<file path="config.mk">
export PLATFORM = sky130hd
export DESIGN_NAME = hid_boot_keyboard_decoder_core
export DESIGN_NICKNAME = d
export VERILOG_FILES = /design/src/hbkd_pkg.sv /design/src/hid_boot_keyboard_decoder_core.sv /design/src/hbkd_lane.sv /design/src/hbkd_merge.sv
export SDC_FILE = /design/constraint.sdc
export NUM_CORES = 1
export LEC_CHECK = 0
export ABC_AREA = 1
export ABC_CLOCK_PERIOD_IN_PS = 7700
export BUFFER_PORTS_ARGS = -buffer_cell sky130_fd_sc_hd__buf_2
export CAP_MARGIN = 20
export CORE_MARGIN = 2
export CORE_UTILIZATION = 30
export DETAILED_ROUTE_END_ITERATION = 8
export GPL_TIMING_DRIVEN = 0
export SLEW_MARGIN = 20
export SYNTH_ARGS = -nofsm -noshare
export SYNTH_HDL_FRONTEND = slang
export SYNTH_SLANG_ARGS = --single-unit
</file>
<file path="constraint.sdc">
create_clock -name aclk -period 7.7 [get_ports aclk]
set_input_delay 1.54 -clock aclk [delete_from_list [all_inputs] [get_ports aclk]]
set_output_delay 1.54 -clock aclk [all_outputs]
set_load 0.005 [all_outputs]
</file>
<file path="src/hbkd_pkg.sv">
// Shared types, constants and scancode translation for the boot keyboard decoder.
package hbkd_pkg;

    localparam int SLOT_COUNT   = 6;
    localparam int CODE_W       = 8;
    localparam int CHAR_W       = 7;
    localparam int LEN_W        = 7;
    localparam int S_DATA_W     = 64;
    localparam int M_DATA_W     = 24;

    localparam logic [CODE_W-1:0] KEY_ENTER     = 8'h28;
    localparam logic [CODE_W-1:0] KEY_ESC       = 8'h29;
    localparam logic [CODE_W-1:0] KEY_BACKSPACE = 8'h2A;
    localparam logic [CODE_W-1:0] KEY_TAB       = 8'h2B;
    localparam logic [CODE_W-1:0] KEY_SPACE     = 8'h2C;
    localparam logic [CODE_W-1:0] SHIFT_LEFT    = 8'h02;
    localparam logic [CODE_W-1:0] SHIFT_RIGHT   = 8'h20;
    localparam logic [CODE_W-1:0] CODE_LIMIT    = 8'd128;
    localparam logic [CODE_W-1:0] LETTER_FIRST  = 8'h04;
    localparam logic [CODE_W-1:0] LETTER_LAST   = 8'h1D;
    localparam logic [CODE_W-1:0] TABLE_FIRST   = 8'h1E;
    localparam logic [CODE_W-1:0] TABLE_LAST    = 8'h38;
    localparam logic [CODE_W-1:0] LOWER_OFFSET  = 8'h5D;  // 'a' minus the first letter code
    localparam logic [CODE_W-1:0] UPPER_OFFSET  = 8'h3D;  // 'A' minus the first letter code

    localparam logic [CHAR_W-1:0] CHAR_NEWLINE  = 7'h0A;
    localparam logic [CHAR_W-1:0] CHAR_BS       = 7'h08;
    localparam logic [CHAR_W-1:0] CHAR_TAB      = 7'h09;
    localparam logic [CHAR_W-1:0] CHAR_ESC      = 7'h1B;
    localparam logic [CHAR_W-1:0] CHAR_BLANK    = 7'h20;

    localparam logic OP_REPORT     = 1'b0;
    localparam logic OP_DISCONNECT = 1'b1;

    localparam logic [LEN_W-1:0] MIN_REPORT_LEN = 7'd8;

    // What one lane found for its slot.
    typedef struct packed {
        logic               emit;
        logic               special;
        logic [CHAR_W-1:0]  ascii;
        logic [CODE_W-1:0]  code;
    } lane_res_t;

    typedef lane_res_t [SLOT_COUNT-1:0] lane_vec_t;
    typedef logic [SLOT_COUNT-1:0][CODE_W-1:0] slot_vec_t;

    // US layout for codes 0x1E..0x38; the control and space codes are decoded earlier.
    function automatic logic [CHAR_W-1:0] table_char(input logic [CODE_W-1:0] code,
                                                      input logic shift);
        logic [CHAR_W-1:0] ch;
        begin
            ch = '0;
            case (code)
                8'h1E: ch = shift ? 7'h21 : 7'h31;
                8'h1F: ch = shift ? 7'h40 : 7'h32;
                8'h20: ch = shift ? 7'h23 : 7'h33;
                8'h21: ch = shift ? 7'h24 : 7'h34;
                8'h22: ch = shift ? 7'h25 : 7'h35;
                8'h23: ch = shift ? 7'h5E : 7'h36;
                8'h24: ch = shift ? 7'h26 : 7'h37;
                8'h25: ch = shift ? 7'h2A : 7'h38;
                8'h26: ch = shift ? 7'h28 : 7'h39;
                8'h27: ch = shift ? 7'h29 : 7'h30;
                8'h2D: ch = shift ? 7'h5F : 7'h2D;
                8'h2E: ch = shift ? 7'h2B : 7'h3D;
                8'h2F: ch = shift ? 7'h7B : 7'h5B;
                8'h30: ch = shift ? 7'h7D : 7'h5D;
                8'h31: ch = shift ? 7'h7C : 7'h5C;
                8'h33: ch = shift ? 7'h3A : 7'h3B;
                8'h34: ch = shift ? 7'h22 : 7'h27;
                8'h35: ch = shift ? 7'h7E : 7'h60;
                8'h36: ch = shift ? 7'h3C : 7'h2C;
                8'h37: ch = shift ? 7'h3E : 7'h2E;
                8'h38: ch = shift ? 7'h3F : 7'h2F;
                default: ch = '0;
            endcase
            return ch;
        end
    endfunction

    // Full translation for a non-control code; zero means no character.
    function automatic logic [CHAR_W-1:0] translate(input logic [CODE_W-1:0] code,
                                                     input logic shift);
        logic [CODE_W-1:0] sum;
        logic [CHAR_W-1:0] ch;
        begin
            sum = code + (shift ? UPPER_OFFSET : LOWER_OFFSET);
            ch  = '0;
            if (code >= CODE_LIMIT) begin
                ch = '0;
            end else if (code >= LETTER_FIRST && code <= LETTER_LAST) begin
                ch = sum[CHAR_W-1:0];
            end else if (code >= TABLE_FIRST && code <= TABLE_LAST) begin
                ch = table_char(code, shift);
            end
            return ch;
        end
    endfunction

endpackage

</file>
<file path="src/hid_boot_keyboard_decoder_core.sv">
// Top level of the boot keyboard report decoder: input stage, six decode lanes and merge stage.
//
//  channel | direction | tdata fields (low bit up)                           | tuser / tlast
//  s_      | in        | report_length[6:0] modifier_byte[14:7]               | tuser: operation
//          |           | key_slot_0..5 at [22:15]..[62:55], bit 63 zero       |
//  m_      | out       | key_code[7:0] modifier_copy[15:8] ascii_char[22:16]  | tuser: special_key
//          |           | bit 23 zero                                          | tlast: last_event
//
// A report is decoded in the cycle it is accepted: six lanes each compare one slot with the six
// remembered keys and translate it, and the results are latched in the merge stage.
// A report that yields key words then occupies the merge stage until the last of them has left it,
// one word per cycle while m_tready does not stall the output; the next report is accepted in
// the same cycle the last pending key word moves into the output register.
// Short reports and disconnects produce no words.
// Reset (aresetn low, synchronous) clears the remembered keys, the pending mask and the
// output valid flag. A stall on m_tready holds the output register and, once the merge stage
// is still holding events, holds s_tready low.
module hid_boot_keyboard_decoder_core
    import hbkd_pkg::*;
(
    input  logic                 aclk,
    input  logic                 aresetn,
    input  logic                 s_tvalid,
    output logic                 s_tready,
    input  logic [S_DATA_W-1:0]  s_tdata,   // report_length, modifier_byte, key_slot_0..5
    input  logic                 s_tuser,   // operation
    output logic                 m_tvalid,
    input  logic                 m_tready,
    output logic [M_DATA_W-1:0]  m_tdata,   // key_code, modifier_copy, ascii_char
    output logic                 m_tuser,   // special_key
    output logic                 m_tlast    // last_event
);

    // Keys of the last valid report; compared against every new slot.
    slot_vec_t         prev_reg, prev_next;
    slot_vec_t         slots;
    lane_vec_t         lanes;
    logic [LEN_W-1:0]  report_len;
    logic [CODE_W-1:0] modifier;
    logic              shift;
    logic              accept;
    logic              good_report;
    logic              disconnect;
    logic              merge_ready;

    assign report_len = s_tdata[LEN_W-1:0];
    assign modifier   = s_tdata[LEN_W +: CODE_W];

    always_comb begin
        for (int i = 0; i < SLOT_COUNT; i++) begin
            slots[i] = s_tdata[LEN_W + CODE_W + CODE_W*i +: CODE_W];
        end
    end

    // Either shift key selects the shifted table.
    assign shift       = (modifier & (SHIFT_LEFT | SHIFT_RIGHT)) != '0;
    assign s_tready    = merge_ready;
    assign accept      = s_tvalid && s_tready;
    assign disconnect  = accept && (s_tuser == OP_DISCONNECT);
    assign good_report = accept && (s_tuser == OP_REPORT) && (report_len >= MIN_REPORT_LEN);

    // Every slot of a valid report is remembered, including rollover and unmapped codes.
    always_comb begin
        prev_next = prev_reg;
        if (disconnect) begin
            prev_next = '0;
        end else if (good_report) begin
            prev_next = slots;
        end
    end

    always_ff @(posedge aclk) begin
        if (!aresetn) begin
            prev_reg <= '0;
        end else begin
            prev_reg <= prev_next;
        end
    end

    for (genvar g = 0; g < SLOT_COUNT; g++) begin : g_lane
        hbkd_lane u_lane (
            .code_i  (slots[g]),
            .prev_i  (prev_reg),
            .shift_i (shift),
            .res_o   (lanes[g])
        );
    end

    hbkd_merge u_merge (
        .aclk     (aclk),
        .aresetn  (aresetn),
        .load_i   (good_report),
        .lanes_i  (lanes),
        .mod_i    (modifier),
        .ready_o  (merge_ready),
        .m_tvalid (m_tvalid),
        .m_tready (m_tready),
        .m_tdata  (m_tdata),
        .m_tuser  (m_tuser),
        .m_tlast  (m_tlast)
    );

    a_disconnect_clears: assert property (@(posedge aclk) disable iff (!aresetn)
        disconnect |=> (prev_reg == '0))
        else $error("disconnect did not clear the remembered keys");

    a_report_stored: assert property (@(posedge aclk) disable iff (!aresetn)
        good_report |=> (prev_reg == $past(slots)))
        else $error("valid report was not stored as the remembered keys");

endmodule

</file>
<file path="src/hbkd_lane.sv">
// One decode lane: checks a single key slot against the remembered keys and translates it.
module hbkd_lane
    import hbkd_pkg::*;
(
    input  logic [CODE_W-1:0] code_i,
    input  slot_vec_t         prev_i,
    input  logic              shift_i,
    output lane_res_t         res_o
);

    logic              seen;
    logic              special;
    logic [CHAR_W-1:0] ch;

    always_comb begin
        seen = 1'b0;
        for (int i = 0; i < SLOT_COUNT; i++) begin
            if (prev_i[i] == code_i) begin
                seen = 1'b1;
            end
        end
    end

    always_comb begin
        special = 1'b0;
        case (code_i)
            KEY_ENTER: begin
                special = 1'b1;
                ch      = CHAR_NEWLINE;
            end
            KEY_BACKSPACE: begin
                special = 1'b1;
                ch      = CHAR_BS;
            end
            KEY_TAB: begin
                special = 1'b1;
                ch      = CHAR_TAB;
            end
            KEY_ESC: begin
                special = 1'b1;
                ch      = CHAR_ESC;
            end
            KEY_SPACE: begin
                ch = CHAR_BLANK;
            end
            default: begin
                ch = translate(code_i, shift_i);
            end
        endcase
    end

    // Rollover codes 0 and 1 never produce an event.
    assign res_o.emit    = !seen && (code_i[CODE_W-1:1] != '0) && (special || (ch != '0));
    assign res_o.special = special;
    assign res_o.ascii   = ch;
    assign res_o.code    = code_i;

endmodule

</file>
<file path="src/hbkd_merge.sv">
// Merge stage: holds one report's lane results and sends them out in slot order.
module hbkd_merge
    import hbkd_pkg::*;
(
    input  logic                 aclk,
    input  logic                 aresetn,
    input  logic                 load_i,
    input  lane_vec_t            lanes_i,
    input  logic [CODE_W-1:0]    mod_i,
    output logic                 ready_o,
    output logic                 m_tvalid,
    input  logic                 m_tready,
    output logic [M_DATA_W-1:0]  m_tdata,
    output logic                 m_tuser,
    output logic                 m_tlast
);

    logic [SLOT_COUNT-1:0] pend_reg, pend_next;
    lane_vec_t             res_reg;
    logic [CODE_W-1:0]     mod_reg;

    logic                  out_valid_reg, out_valid_next;
    logic [CODE_W-1:0]     out_code_reg;
    logic [CODE_W-1:0]     out_mod_reg;
    logic [CHAR_W-1:0]     out_ascii_reg;
    logic                  out_special_reg;
    logic                  out_last_reg;

    logic [SLOT_COUNT-1:0] pick;
    logic [SLOT_COUNT-1:0] rest;
    logic [SLOT_COUNT-1:0] pend_after;
    logic [SLOT_COUNT-1:0] emit_mask;
    lane_res_t             sel;
    logic                  drain_ok;
    logic                  move;

    // Lowest pending slot goes first.
    assign pick       = pend_reg & (~pend_reg + 1'b1);
    assign rest       = pend_reg & ~pick;
    assign drain_ok   = !out_valid_reg || m_tready;
    assign move       = drain_ok && (pend_reg != '0);
    assign pend_after = move ? rest : pend_reg;
    assign ready_o    = (pend_after == '0);

    always_comb begin
        sel = '0;
        for (int i = 0; i < SLOT_COUNT; i++) begin
            if (pick[i]) begin
                sel = sel | res_reg[i];
            end
            emit_mask[i] = lanes_i[i].emit;
        end
    end

    assign pend_next      = load_i ? emit_mask : pend_after;
    assign out_valid_next = move ? 1'b1 : (m_tready ? 1'b0 : out_valid_reg);

    always_ff @(posedge aclk) begin
        if (!aresetn) begin
            pend_reg      <= '0;
            out_valid_reg <= 1'b0;
        end else begin
            pend_reg      <= pend_next;
            out_valid_reg <= out_valid_next;
        end
    end

    always_ff @(posedge aclk) begin
        if (load_i) begin
            res_reg <= lanes_i;
            mod_reg <= mod_i;
        end
        if (move) begin
            out_code_reg    <= sel.code;
            out_mod_reg     <= mod_reg;
            out_ascii_reg   <= sel.ascii;
            out_special_reg <= sel.special;
            out_last_reg    <= (rest == '0);
        end
    end

    assign m_tvalid = out_valid_reg;
    assign m_tdata  = {1'b0, out_ascii_reg, out_mod_reg, out_code_reg};
    assign m_tuser  = out_special_reg;
    assign m_tlast  = out_last_reg;

    a_load_empty: assert property (@(posedge aclk) disable iff (!aresetn)
        load_i |-> (pend_after == '0))
        else $error("report loaded while events were still pending");

    a_pick_onehot: assert property (@(posedge aclk) disable iff (!aresetn)
        $onehot0(pick))
        else $error("more than one slot selected");

    a_pend_shrinks: assert property (@(posedge aclk) disable iff (!aresetn)
        (move && !load_i) |=> ($countones(pend_reg) == $countones($past(pend_reg)) - 1))
        else $error("pending mask did not lose exactly one slot");

endmodule
</file>
==> results.json, run 1 <==
{
  "grt_pass1_vias": 17035,
  "yosysUniqueCellTypes": 48,
  "critical_path_required_ns": 6.16,
  "die_w_um": 237,
  "cts_resized": 0,
  "synth-seq-area-share_pct": 30.5,
  "design.core.area_um2": 53800,
  "r2r_start": "u_merge.pend_reg[1]",
  "critical_path_buf_inv_count": 4,
  "vias": 18285,
  "pre_cts_ws_ns": 2.55,
  "h-tree-depth": 4,
  "worstHoldStart": "u_merge.mod_reg[3]",
  "gr-total-overflow": 0,
  "first_pass_iters": 6,
  "die_h_um": 237,
  "cp_slowest_cell": "inv_1",
  "grt_usage_pct": 24.5,
  "cp_top_family": "buffers and inverters",
  "die-area_um2": 56300,
  "clockBufferDepth": 2,
  "area_growth_pct": 11.8,
  "floorplan.initialDensity_pct": 30.3,
  "arrival_ns": 3.40,
  "vias_per_cell": 5.46,
  "max_stage_delay_ns": 0.77,
  "final_common_cell": "nand2_1",
  "rows": 85,
  "hold_end": "u_merge.out_mod_reg[3]",
  "clk_pin_slew_ns": 0.07,
  "cts_tree": "built",
  "setup_viol": 0,
  "synth_top_flop_cell": "edfxtp_1",
  "hp-class": "register to register",
  "finalWirelength_mm": 69.9,
  "hold_path_depth": 0,
  "synth-edff-count": 129,
  "maxSlewHeadroom_pct": 28.7,
  "synthArstFlopShare_pct": 0,
  "p_per_area_nw_per_um2": 221,
  "r2r-end": "u_merge.res_reg[89]",
  "rsz0062_at_grt": "no",
  "synth_area_um2": 16300,
  "io_buffers": 91,
  "synth-seq-cells": 184,
  "layout_common_cells": "739 x nand2_1, 323 x nor2_1, 254 x inv_1",
  "worst_hold_slack_ns": 0.422,
  "cts_buffers": 17,
  "root_buffer": "clkbuf_16",
  "cp-end-kind": "output port",
  "drv_cap": 0,
  "finalWeightedCongestion": 0.992,
  "fin_skew_ns": 0.0131,
  "hold_violations": 0,
  "final.setup.tns_ns": 0,
  "cts_sinks": 184,
  "drive_gt1_share_pct": 7.24,
  "outcome": "complete, no violations",
  "critPathLaunchType": "input port",
  "clk_latency_ns": 0.48,
  "post-route-drc-count": 0,
  "syn_nets": 2639,
  "fin_crit_sh_pct": 64.2,
  "fmax_mhz": 202,
  "syn_inst": 2529,
  "maxSlewViolCount": 0,
  "cts_setup_buffers": 0,
  "nets": 2750,
  "crit_type": "input port to output port",
  "drt_iter0_drc": 2041,
  "r2r_slack_ns": 3.78,
  "vdd_drop_max_mv": 0.179,
  "drtAntennaViolNets": 0,
  "placed_area_um2": 17700,
  "antenna_found_initial": 1,
  "tightest_slew_ns": 1.07,
  "p_leak_nw": 8.66,
  "io_pins": 97,
  "path_cells": "buf_2 > inv_1 > nand2_1 > nand2_2 > inv_1 > o21ai_0 > nor3_2 > buf_2",
  "fillerInstances": 5937,
  "syn-mean-instance-area_um2": 6.46,
  "ys_warn_count": 0,
  "largest_reg_flops": 96,
  "holdBufCountCts": 0,
  "post-dp-hpwl_mm": 54.0,
  "grt_max_degree": 72,
  "worst_slack_ns": 2.76,
  "cp_max_fo": 27,
  "wl_per_cell_um": 20.9,
  "period_minus_slack_ns": 4.94,
  "stdcell_area_um2": 18300,
  "grt_pass1_wl_mm": 104,
  "ff2ff_path_depth": 13
}
## metrics by stage
stage	cells	util, %	power (mW)
detailed placement	3317	32.9	3.14
global placement	3316	32.8	3.13
finish	3350	33.9	4.03
floorplan	2529	-	2.50
CTS	3349	33.9	4.01
global route	3349	33.9	4.23
## synth_stat cells (2+ instances only)
master / n / area [µm²]
nand2_1: 739 / 2770
nor2_1: 323 / 1210
inv_1: 254 / 953
nand3_1: 229 / 1150
edfxtp_1: 129 / 3870
a21oi_1: 104 / 521
xor2_1: 94 / 823
nand4_1: 92 / 576
o21ai_0: 86 / 430
clkbuf_1: 74 / 278
dfxtp_1: 55 / 1100
ha_1: 41 / 513
xnor2_1: 40 / 350
buf_2: 38 / 190
nor4_1: 37 / 231
a211oi_1: 35 / 263
nor3_1: 34 / 170
o2111ai_1: 21 / 184
buf_1: 13 / 48.8
clkinv_1: 9 / 33.8
a211oi_2: 8 / 100
buf_4: 6 / 45.0
nand3b_1: 6 / 45.0
nor2_2: 6 / 37.5
a31oi_1: 5 / 31.3
o22ai_1: 5 / 31.3
o31ai_1: 5 / 37.5
and3_1: 4 / 25.0
o211ai_1: 4 / 30.0
o21ai_1: 4 / 20.0
o21a_1: 3 / 22.5
o41ai_1: 3 / 26.3
or2_2: 3 / 18.8
a21boi_0: 2 / 15.0
a221oi_1: 2 / 17.5
nand3_2: 2 / 20.0
nor2_8: 2 / 40.0
o221ai_1: 2 / 17.5
## cell type report
| cell class | count | area, µm² | share of cell area, % |
|---|---|---|---|
| well taps | 696 | 871 | 4.77 |
| diodes | 1 | 2.50 | 0.0137 |
| flip-flops and latches | 184 | 4970 | 27.2 |
| repair buffers | 92 | 483 | 2.65 |
| inverters | 264 | 991 | 5.43 |
| clock buffers | 21 | 450 | 2.47 |
| clock inverters | 11 | 114 | 0.624 |
| multi-input cells | 1949 | 9790 | 53.6 |
| plain buffers | 132 | 581 | 3.18 |
## per-layer routing
layer  up-vias  GRT usage [%]  share of wire, %
met4         0           13.0               5.5
met5         -              0                 0
li1       8571              -                 -
met3       220           4.54                10
met2      1172           39.2                44
met1      8322           31.4                40
## cell families after synthesis
| logic type | after synthesis | synth area share (%) |
|---|---|---|
| buffers and inverters | 396 | 9.58 |
| flip-flops | 184 | 30.5 |
| AO/OA/AOI/OAI | 291 | 10.8 |
| adder cells (fa/ha/maj) | 41 | 3.14 |
| other | 1 | 0.0230 |
| XOR/XNOR | 134 | 7.19 |
| AND/OR/NAND/NOR | 1482 | 38.8 |
## power breakdown
group | internal, mW | switching (mW)
clock network | 0.460 | 0.422
logic | 0.470 | 1.17
registers | 1.38 | 0.132
## how the worst max path moves through the flow
| stage | to | from | cells past startpoint |
|---|---|---|---|
| floorplan | u_merge.mod_reg[0] | m_tready | 9 |
| global placement | u_merge.res_reg[20] | m_tready | 10 |
| detailed placement | u_merge.pend_reg[5] | s_tdata[12] | 16 |
| CTS | s_tready | m_tready | 8 |
| global route | s_tready | m_tready | 8 |
| finish | s_tready | m_tready | 8 |
No activity file was read; power rests on OpenSTA's default activity.
==> run 2: changes to the inputs <==
Settings changed: ABC_AREA 1 to 0, ABC_CLOCK_PERIOD_IN_PS 7700 to 4300.
Clock period 7.7 ns to 4.3 ns, I/O delays scaled along.
==> results.json, run 2 <==
{
  "outcome": "complete, no violations",
  "syn-mean-instance-area_um2": 8.28,
  "drtAntennaViolNets": 0,
  "synth_top_cell_area_share_pct": 23.9,
  "die_w_um": 237,
  "area_growth_pct": 12.7,
  "fmax_mhz": 242,
  "fillerInstances": 5586,
  "cp-end-kind": "register",
  "diodes": 0,
  "hold_violations": 0,
  "finalWeightedCongestion": 0.980,
  "cp_slowest_cell": "or4b_1",
  "synth.most_common_cell": "nand2_1",
  "maxSlewViolCount": 0,
  "ys_warn_count": 0,
  "met1_length_mm": 27.4,
  "p_int_mw": 3.27,
  "die_h_um": 237,
  "p_leak_nw": 6.23,
  "post-dp-hpwl_mm": 48.4,
  "antenna_found_initial": 1,
  "fin_skew_ns": 0.0199,
  "final.setup.tns_ns": 0,
  "p_switching_mw": 1.77,
  "cp_max_fo": 15,
  "p_sw_share_pct": 35.1,
  "clk_latency_ns": 0.49,
  "synth_top_flop_cell": "edfxtp_1",
  "critPathLaunchType": "input port",
  "cp_top_family": "buffers and inverters",
  "wl_met3_mm": 6.04,
  "cts_tree": "built",
  "rows": 85,
  "stdcell_count": 2779,
  "synth-edff-count": 129,
  "wl_met2_mm": 29.8,
  "cts_buffers": 17,
  "vdd_drop_max_mv": 0.214,
  "hp-class": "register to register",
  "drv_cap": 0,
  "grt_max_degree": 80,
  "layout_common_cells": "209 x nand2_1, 191 x xnor2_1, 129 x edfxtp_1",
  "fin_crit_sh_pct": 96.0,
  "pwr-share-clk_pct": 32.6,
  "post-route-drc-count": 0,
  "rsz0062_at_grt": "no",
  "synth-seq-area-share_pct": 30.7,
  "synth_area_um2": 16200,
  "grt_pass1_vias": 15702,
  "worst_slack_ns": 0.170,
  "first_pass_iters": 6,
  "placed_area_um2": 17700,
  "cts_sinks": 184,
  "synthArstFlopShare_pct": 0,
  "post-place-cells": 2749,
  "vias_per_cell": 5.93,
  "period_minus_slack_ns": 4.13,
  "combPwrFrac_pct": 26.2,
  "path_cells": "buf_2 > nor2_1 > inv_1 > buf_2 > clkbuf_4 > clkbuf_4 > ha_1 > o21a_1 > nor2_1 > xnor2_1 > o22ai_1 > or4b_1 > o41a_1",
  "syn_inst": 1960,
  "dr.max_layer_used": "met5",
  "yosysTopAreaCell": "edfxtp_1",
  "clockBufferDepth": 2,
  "drive_gt1_share_pct": 8.83,
  "finalWirelength_mm": 66.2,
  "synth-seq-cells": 184,
  "nets": 2180,
  "drt_iter0_drc": 2128,
  "critical_path_required_ns": 4.66,
  "grt_usage_pct": 23.1,
  "stdcell_area_um2": 18300,
  "die-area_um2": 56000,
  "largest_reg_flops": 96,
  "yosysUniqueCellTypes": 89,
  "design.core.area_um2": 53700,
  "h-tree-depth": 4,
  "gr-total-overflow": 0,
  "io_pins": 97,
  "p_per_area_nw_per_um2": 276,
  "syn_nets": 2070,
  "tightest_slew_ns": 1.15,
  "max_stage_delay_ns": 0.57,
  "floorplan.initialDensity_pct": 30.2,
  "maxSlewHeadroom_pct": 22.4,
  "synthTopCellsByCount": "209 x nand2_1, 191 x xnor2_1, 129 x edfxtp_1",
  "arrival_ns": 4.49,
  "crit_type": "input port to register",
  "setup_viol": 0,
  "final_common_cell": "nand2_1",
  "critical_path_buf_inv_count": 5,
  "io_buffers": 90,
  "utilization_pct": 34.1,
  "clk_pin_slew_ns": 0.07,
  "synth_area_leaders": "edfxtp_1 24%, xnor2_1 10%, xor2_1 6.9%, dfxtp_1 6.8%, nand2_1 4.8%",
  "grt_pass1_wl_mm": 99.0,
  "pwr-share-seq_pct": 41.2,
  "root_buffer": "clkbuf_16",
  "pre_cts_ws_ns": -1.51,
  "vias": 16489,
  "wl_per_cell_um": 23.8
}
## run 2: cell types whose count changed after synthesis, sizes merged, moves of 41 or more
cell,change
nor2,-218
a22oi,+41
nand3,-189
nand2,-532
inv,-215
xnor2,+151
## run 2: final cells by class
cell class	count	area, µm²	area share [%]
Tap cell	696	871	4.76
Sequential cell	184	4970	27.2
Inverter	40	150	0.821
Timing Repair Buffer	93	510	2.79
Buffer	206	818	4.47
Clock buffer	17	425	2.32
Clock inverter	15	194	1.06
Multi-Input combinational cell	1528	10400	56.6
## run 2: worst reg2reg max path: stages, from the launching register on
cell       delay [ns]
dfxtp_1          0.36
nor2b_1          0.20
clkbuf_1         0.60
a2111oi_0        0.21
nor4_2           0.55
or2_1            0.18
clkbuf_1         0.54
inv_2            0.07
buf_2            0.28
buf_6            0.28
buf_16           0.27
nand2_1          0.22
a21oi_1          0.07
## run 2: power groups by stage
stage / logic [mW] / registers (mW) / clock network [mW]
floorplan: 0.816 / 2.11 / 0
global placement: 1.25 / 2.12 / 0
detailed placement: 1.28 / 2.12 / 0
CTS: 1.29 / 2.08 / 1.66
global route: 1.41 / 2.09 / 1.73
finish: 1.32 / 2.08 / 1.64
## run 2: per-layer routing
metal	global-route usage, %	vias up
li1	-	7377
met4	10.3	2
met1	30.7	7977
met3	4.21	173
met2	36.7	960
met5	0	-
## run 2: worst paths after layout
check	startpoint	end	slack (ns)	cells past startpoint
max	s_tdata[12]	u_merge.pend_reg[2]	0.17	13
min	u_merge.mod_reg[3]	u_merge.out_mod_reg[3]	0.42	0
max reg2reg	u_merge.m_tvalid	prev_reg[6]	0.34	12
min reg2reg	u_merge.mod_reg[3]	u_merge.out_mod_reg[3]	0.42	0
## run 2: repair_timing
action                     CTS  global route
setup endpoints to repair   20            52
hold buffers                 0             0
resized for setup            3            19
setup buffers                0             0
## run 2: logic make-up after synthesis
kind of cell | Yosys count | share of synthesized area, %
AOI/OAI and AO/OA | 473 | 20.5
xor gates and xnor gates | 318 | 17.2
adders and majority gates | 43 | 3.28
buffers and inverters | 248 | 5.83
DFF | 184 | 30.7
muxes | 8 | 0.509
other | 1 | 0.0231
and+or+nand+nor | 685 | 22.1
## run 2: metrics by stage
stage,total power [mW],hold WS (ns)
floorplan,2.93,0.400
global placement,3.37,0.400
detailed placement,3.40,0.405
CTS,5.02,0.423
global route,5.23,0.430
finish,5.04,0.422
